`config.mk`:
```
export PLATFORM = sky130hd
export DESIGN_NAME = s2c_reduce
export DESIGN_NICKNAME = d
export VERILOG_FILES = /design/src/hw/rtl/s2c_pkg.sv /design/src/hw/rtl/s2c_reduce.sv
export SDC_FILE = /design/constraint.sdc
export NUM_CORES = 1
export LEC_CHECK = 0
export ABC_AREA = 1
export BUFFER_PORTS_ARGS = -buffer_cell sky130_fd_sc_hd__buf_2
export CAP_MARGIN = 5
export CORE_ASPECT_RATIO = 0.5
export CORE_MARGIN = 2
export CORE_UTILIZATION = 55
export DETAILED_ROUTE_END_ITERATION = 10
export HOLD_SLACK_MARGIN = 0.05
export PLACE_DENSITY = 0.72
export REMOVE_ABC_BUFFERS = 1
export SLEW_MARGIN = 15
export SYNTH_ARGS = -nofsm -noshare
export SYNTH_HDL_FRONTEND = slang
export SYNTH_SLANG_ARGS = --single-unit
```
`constraint.sdc`:
```
create_clock -name i_clk -period 6.5 [get_ports i_clk]
set_clock_uncertainty 0.05 [all_clocks]
set_input_delay 0 -clock i_clk [delete_from_list [all_inputs] [get_ports i_clk]]
set_output_delay 0 -clock i_clk [all_outputs]
set_load 0.05 [all_outputs]
```
`src/hw/rtl/s2c_pkg.sv`:
```
// ----------------------------------------------------------------------------
// s2c_pkg
// shared widths, fixed-point constants and the arctangent table function
// ----------------------------------------------------------------------------
package s2c_pkg;

    localparam int XY_W  = 43;
    localparam int Z_W   = 50;
    localparam int ANG_W = 26;

    localparam logic [63:0] PI_Q60 = 64'h3243F6A8885A308D;
    localparam logic [63:0] DEG_RAD_Q46 = (PI_Q60 + 64'd1474560) / 64'd2949120;
    localparam logic [16:0] DEG_RAD_HI = DEG_RAD_Q46[40:24];
    localparam logic [23:0] DEG_RAD_LO = DEG_RAD_Q46[23:0];

    localparam logic signed [XY_W-1:0] GAIN_Q40 = 43'sh9B74EDA800;

    localparam logic signed [ANG_W-1:0] DEG360 = 26'sd23592960;
    localparam logic [24:0] DEG45  = 25'd2949120;
    localparam logic [24:0] DEG135 = 25'd8847360;
    localparam logic [24:0] DEG225 = 25'd14745600;
    localparam logic [24:0] DEG315 = 25'd20643840;
    localparam logic signed [25:0] DEG90S  = 26'sd5898240;
    localparam logic signed [25:0] DEG180S = 26'sd11796480;
    localparam logic signed [25:0] DEG270S = 26'sd17694720;

    typedef struct packed {
        logic signed [XY_W-1:0] x;
        logic signed [XY_W-1:0] y;
        logic signed [Z_W-1:0]  z;
    } t_rot;

    // shift-subtract quotient, used only while building the table
    function automatic longint div_small(input longint num, input int den);
        logic [63:0] quo;
        logic [63:0] rem;
        quo = '0;
        rem = '0;
        for (int b = 63; b >= 0; b--) begin
            rem = {rem[62:0], num[b]};
            if (rem >= 64'(den)) begin
                rem    = rem - 64'(den);
                quo[b] = 1'b1;
            end
        end
        return longint'(quo);
    endfunction

    function automatic longint atan_q48(input int i);
        longint acc;
        longint term;
        int     n;
        bit     neg;
        acc = 0;
        neg = 1'b0;
        if (i == 0) begin
            return longint'((PI_Q60 + 64'd8192) >> 14);
        end
        for (n = 1; n * i <= 60; n += 2) begin
            term = div_small(longint'(64'd1 << (60 - n * i)), n);
            acc  = neg ? acc - term : acc + term;
            neg  = !neg;
        end
        return (acc + 2048) >>> 12;
    endfunction

endpackage

```
`src/hw/rtl/s2c_reduce.sv`:
```
// ----------------------------------------------------------------------------
// s2c_reduce
// angle reduction to a quadrant and conversion of the residual to radians
// ----------------------------------------------------------------------------
module s2c_reduce import s2c_pkg::*; (
    input  logic                    i_clk,
    input  logic                    i_en,
    input  logic signed [ANG_W-1:0] i_ang,
    output logic signed [Z_W-1:0]   o_z,
    output logic [1:0]              o_quad
);

    logic [24:0]        r_a;
    logic [24:0]        n_a;
    logic signed [25:0] w_a;
    logic signed [23:0] r_res;
    logic signed [23:0] n_res;
    logic [1:0]         r_q1, r_q2, r_q3;
    logic [1:0]         n_q1;
    logic signed [41:0] r_phi;
    logic signed [48:0] r_plo;
    logic signed [65:0] w_sum;
    logic signed [Z_W-1:0] r_z;

    always_comb begin
        if (i_ang < 0) begin
            w_a = i_ang + DEG360;
        end else if (i_ang >= DEG360) begin
            w_a = i_ang - DEG360;
        end else begin
            w_a = i_ang;
        end
        n_a = w_a[24:0];
    end

    always_comb begin
        if (r_a < DEG45) begin
            n_q1  = 2'd0;
            n_res = 24'($signed({1'b0, r_a}));
        end else if (r_a < DEG135) begin
            n_q1  = 2'd1;
            n_res = 24'($signed({1'b0, r_a}) - DEG90S);
        end else if (r_a < DEG225) begin
            n_q1  = 2'd2;
            n_res = 24'($signed({1'b0, r_a}) - DEG180S);
        end else if (r_a < DEG315) begin
            n_q1  = 2'd3;
            n_res = 24'($signed({1'b0, r_a}) - DEG270S);
        end else begin
            n_q1  = 2'd0;
            n_res = 24'($signed({1'b0, r_a}) - DEG360);
        end
    end

    assign w_sum = $signed({r_phi, 24'd0}) + 66'(r_plo) + 66'sd8192;

    always_ff @(posedge i_clk) begin
        if (i_en) begin
            r_a   <= n_a;
            r_res <= n_res;
            r_q1  <= n_q1;
            r_phi <= r_res * $signed({1'b0, DEG_RAD_HI});
            r_plo <= r_res * $signed({1'b0, DEG_RAD_LO});
            r_q2  <= r_q1;
            r_z   <= w_sum[63:14];
            r_q3  <= r_q2;
        end
    end

    assign o_z    = r_z;
    assign o_quad = r_q3;

endmodule

```
==> results of run 1 <==
-- state kept, by name, summed over array words and instances, names as in the netlist --
| signal | cells |
|---|---|
| o_quad | 2 |
| o_z | 50 |
| r_a | 25 |
| r_phi | 35 |
| r_plo | 38 |
| r_q1 | 2 |
| r_q2 | 2 |
| r_res | 24 |
-- what timing repair did --
item                                    in CTS  in global routing
buffers inserted                             0                  6
endpoints found under the setup margin       0                  1
hold endpoints to repair                    78                  0
hold buffers                                28                  0
-- layer usage --
layer | global-route usage | routed length [um]
met1 | 0.459 | 36200
met2 | 0.481 | 34300
met3 | 0.0875 | 8650
met4 | 0.0716 | 1680
met5 | 0 | 0
-- worst paths after layout --
path	start	end	slack, ns
min reg2reg	r_a[8]	r_res[8]	0.37
min	i_ang[20]	r_a[21]	0.08
max reg2reg	r_res[11]	r_phi[38]	0.26
max	r_res[11]	r_phi[38]	0.26
-- final cells by class --
class | count | area (um^2)
Multi-Input combinational cell | 2197 | 19600
Inverter | 705 | 2650
Tap cell | 660 | 826
Fill cell | 4350 | 19800
Clock buffer | 19 | 433
Timing Repair Buffer | 168 | 1160
Clock inverter | 13 | 165
Sequential cell | 178 | 5350
-- placed cells by master, fill, tap and decap left out, types with 9 or more instances in the layout --
| cell | netlist | layout |
|---|---|---|
| o21ai_0 | 104 | 104 |
| nand4_1 | 18 | 18 |
| nand2_2 | 13 | 13 |
| nor3_1 | 24 | 24 |
| clkbuf_16 | 0 | 17 |
| buf_2 | 7 | 78 |
| a21boi_0 | 10 | 10 |
| o21bai_1 | 15 | 15 |
| a21oi_1 | 148 | 148 |
| fa_1 | 351 | 351 |
| or2_2 | 14 | 14 |
| xor2_1 | 106 | 106 |
| o211ai_1 | 9 | 9 |
| ha_1 | 396 | 396 |
| nor2_1 | 224 | 224 |
| dlygate4sd3_1 | 0 | 28 |
| nand2_1 | 452 | 452 |
| nand3_1 | 121 | 121 |
| o21a_1 | 13 | 13 |
| inv_2 | 26 | 26 |
| inv_1 | 676 | 676 |
| edfxtp_1 | 178 | 178 |
| nor2_2 | 10 | 10 |
| xnor2_1 | 44 | 44 |
| buf_4 | 1 | 59 |
| o21ai_1 | 23 | 23 |
| a21o_1 | 21 | 21 |
-- per-stage QoR --
| stage | std cells | hold WS [ns] | instance area [um^2] |
|---|---|---|---|
| after detailed placement | 3874 | 0.129 | 29200 |
| after global placement | 3874 | 0.128 | 29200 |
| final | 3940 | 0.0802 | 30200 |
| after floorplan | 3080 | 0.0489 | 27600 |
| after CTS | 3934 | 0.0650 | 30100 |
| after global routing | 3940 | 0.152 | 30200 |
-- logic make-up after synthesis --
logic type               Yosys count  share of synthesized area
buffers and inverters            716                     0.0981
AND/OR/NAND/NOR                  906                      0.141
AO/OA/AOI/OAI                    389                     0.0839
XOR/XNOR                         154                     0.0499
multiplexers                       1                   0.000362
flip-flops                       178                      0.193
adder cells (fa/ha/maj)          747                      0.434
-- worst max-delay path, cell delays in order, from the launching register on --
cell and delay, ns:
edfxtp_1 0.45, buf_4 0.38, fa_1 0.51, fa_1 0.54
inv_1 0.06, fa_1 0.51, inv_1 0.06, fa_1 0.50
inv_1 0.07, fa_1 0.53, inv_1 0.06, fa_1 0.53
ha_1 0.42, a21oi_1 0.34, a21boi_0 0.30, o21ai_0 0.11
nand2_1 0.07, nand3_1 0.11, nand2_1 0.08, inv_1 0.05
o21ai_0 0.15, nand2_1 0.11
==> results.json, run 1 <==
{
  "vias": 21900,
  "drive_above_1_share": 0.0854,
  "ctsHtreeMaxLevel": 4,
  "drcViolationCount": 0,
  "post_cts_resized": 0,
  "fin_tns_setup_ns": 0,
  "cts_tree": "done",
  "period_share": 0.960,
  "ant_nets": 0,
  "die_h_um": 163,
  "yosysMostFrequentCell": "inv_1",
  "fin_util": 0.604,
  "yosys.area.top_type": "fa_1",
  "synth_edf_count": 178,
  "cts_root_buf": "clkbuf_16",
  "fp.coreArea_um2": 49900,
  "async_flop_share": 0,
  "rsz0062_at_grt": "no",
  "numCtsBuffers": 17,
  "fp-row-count": 58,
  "cts.sinks": 178,
  "drt_iter0_drc": 1994,
  "rr_worst_depth": 21,
  "clock_latency_ns": 0.47,
  "synth.top_cell.area_share": 0.254,
  "cp_data_arrival_time_ns": 6.39,
  "crit_type": "reg -> reg",
  "ios": 80,
  "syn_to_final_growth_pct": 9.15,
  "netlist_instances": 3091,
  "die-area_um2": 52200,
  "ys_types": 60,
  "dp_slack_ns": 0.309,
  "overflow": 0,
  "place_hpwl_um": 68800,
  "syn_area_per_cell_um2": 8.94,
  "viasPerCell": 5.55,
  "grt_antenna_before_repair": 2,
  "hold_depth": 4,
  "slew_viol_final": 0,
  "grt_max_degree": 70,
  "synth-main-ff-cell": "edfxtp_1",
  "drt-wirelength-per-cell_um": 20.5,
  "setup_viol": 0,
  "clk_path_buf_depth": 2,
  "synth-seq-cells": 178,
  "path_clk_slew_ns": 0.07,
  "cp_max_fo": 14,
  "clock.fmax_ghz": 0.160,
  "synth-seq-area-share": 0.193,
  "required_ns": 6.65,
  "gp_congestion": 0.994,
  "yosysWarnings": 0,
  "max_slew_margin": 0.335,
  "crit_path_start_kind": "register",
  "diodes": 0,
  "synthTopCellsByArea": "fa_1 (25%), edfxtp_1 (19%), ha_1 (18%), inv_1 (9.2%), nand2_1 (6.1%)",
  "hold_class": "in -> reg",
  "grt_pass1_vias": 22000,
  "cap_violations": 0,
  "die_x_um": 321,
  "dr.pass1.iters": 8,
  "numPortBuffers": 79,
  "synthTopCellsByCount": "inv_1 (676), nand2_1 (452), ha_1 (396)",
  "run_status": "finished, final reports clean",
  "wirelength_um": 80800,
  "worst_pin_slew_ns": 0.998,
  "syn_area_um2": 27600,
  "worstSetupEndpointType": "register",
  "fin_crit_ns": 6.24,
  "track_usage": 0.319,
  "fin_ws_ns": 0.260,
  "hold_viol_final": 0,
  "grt_first_pass_wirelength_um": 124000,
  "nNetsFinal": 4042,
  "start_util": 0.553
}
Power of run 1 is not shown: default switching activity piles up to over one toggle a cycle in this logic, so the estimate is an artifact.
==> run 2, diff against run 1 <==
Settings changed: GPL_TIMING_DRIVEN from default to 0, PLACE_DENSITY 0.72 to 0.76, RECOVER_POWER from default to 25.
==> run 2 against run 1 <==
  * The run now ends with capacitance limit, slew limit left
  * Register-to-register slack got worse by 0.11 ns
  * Global-route usage barely moved
  * Highest routed layer unchanged
  * Via count rose by 1.0%
  * Cell area rose by 1.0%
  * Fmax fell by 1.7%
  * Setup slack got worse by 0.11 ns
  * Critical endpoint is now r_plo[47]
  * Flip-flop and latch count did not move
  * Core utilization rose by 0.63 points
  * Worst hold slack improved by 0.090 ns
==> results.json, run 2 (synthesis results as in run 1) <==
{
  "ios": 80,
  "cp_data_arrival_time_ns": 6.53,
  "max_slew_margin": -1.18,
  "place_hpwl_um": 65400,
  "layout_common_cells": "inv_1 (676), nand2_1 (451), ha_1 (385)",
  "worstSetupEndpointType": "register",
  "die-area_um2": 52200,
  "drt-wirelength-per-cell_um": 20.5,
  "worst_pin_slew_ns": 3.27,
  "fin_ws_ns": 0.152,
  "crit_path_start_kind": "register",
  "vias": 22100,
  "drcViolationCount": 0,
  "finalInstanceArea_um2": 30500,
  "gp_congestion": 0.970,
  "cts_root_buf": "clkbuf_16",
  "slew_viol_final": 53,
  "track_usage": 0.319,
  "path_clk_slew_ns": 0.09,
  "ctsHtreeMaxLevel": 4,
  "fp.coreArea_um2": 49900,
  "fin_crit_ns": 6.35,
  "place_area_um2": 28900,
  "overflow": 0,
  "clock.fmax_ghz": 0.158,
  "period_share": 0.977,
  "nNetsFinal": 4056,
  "viasPerCell": 5.58,
  "required_ns": 6.68,
  "wirelength_um": 81000,
  "run_status": "complete, but fails checks",
  "drt_iter0_drc": 2074,
  "clk_path_buf_depth": 2,
  "hold_class": "in -> reg",
  "syn_to_final_growth_pct": 10.3,
  "dp_slack_ns": -0.840,
  "layout_commonest_cell": "inv_1",
  "grt_antenna_before_repair": 0,
  "fp-row-count": 58,
  "diodes": 0,
  "cp_max_fo": 4,
  "numCtsBuffers": 17,
  "numPortBuffers": 79,
  "whs_ns": 0.170,
  "clock_latency_ns": 0.47,
  "ant_nets": 0,
  "dr.pass1.iters": 6,
  "grt_first_pass_wirelength_um": 125000,
  "setup_viol": 0,
  "fin_tns_setup_ns": 0,
  "cap_violations": 1,
  "die_x_um": 321,
  "violations": "capacitance limit, slew limit",
  "hold_viol_final": 0,
  "largest_register_ffs": 50,
  "cts_tree": "done",
  "start_util": 0.553,
  "cts.sinks": 178,
  "grt_pass1_vias": 22300,
  "crit_type": "reg -> reg",
  "grt_max_degree": 67,
  "drive_above_1_share": 0.0950,
  "die_h_um": 163
}
run 2: changes by cell type in the layout (fill, tap and decap cells not counted), sizes merged:
cell,delta
bufinv,-2
clkinvlp,-2
clkbuf,+8
dlygate4sd3,+1
clkinv,+4
buf,+4
inv,+1
run 2: per-stage QoR:
step           instances  utilization
4_1_cts             3937        0.606
6_report            3954        0.610
5_1_grt             3954        0.610
3_3_place_gp        3819        0.577
2_1_floorplan       3080            -
3_5_place_dp        3825        0.579
run 2: final timing paths:
path / start / end / slack, ns / cells after the start
setup reg to reg: r_res[9] / r_plo[47] / 0.15 / 24
hold reg to reg: r_a[0] / r_res[0] / 0.36 / 0
setup / recovery: r_res[9] / r_plo[47] / 0.15 / 24
hold / removal: i_ang[20] / r_a[22] / 0.17 / 6
run 2: area by class of cell:
type / instances / area [um^2]
multi-input combinational: 2197 / 19700
fill: 4211 / 19400
sequential: 178 / 5350
inverter: 705 / 2650
timing repair buffer: 182 / 1350
tap: 660 / 826
clock buffer: 18 / 429
clock inverter: 14 / 161
run 2: metal layers:
metal | GRT usage | vias up | wire, um
met2 | 0.478 | 983 | 34400
li1 | - | 10200 | -
met1 | 0.465 | 10800 | 36500
met4 | 0.0818 | 0 | 1890
met5 | 0 | - | 0
met3 | 0.0744 | 129 | 8290
run 2: repair_timing:
action | CTS | global route
hold endpoints to repair | 77 | 0
gates resized for setup | 4 | 31
setup endpoints to repair | 34 | 19
setup buffers | 51 | 17
hold buffers | 29 | 0
pin swaps | 0 | 3
run 2: critical path, cell delays in order, from the launching register on:
cell      delay [ns]
edfxtp_1        0.51
buf_4           0.19
ha_2            0.37
inv_1           0.08
fa_1            0.53
inv_1           0.07
fa_1            0.51
inv_1           0.06
fa_1            0.51
fa_1            0.52
fa_1            0.47
fa_2            0.62
inv_1           0.06
ha_2            0.32
a21o_1          0.20
nand2_1         0.06
nand3_1         0.11
a21oi_2         0.22
nor2_1          0.06
nor2_1          0.08
nand2_1         0.10
nor2_4          0.23
inv_1           0.06
nand2_1         0.07
nand2_1         0.05
Power of run 2 is left out for the same reason.
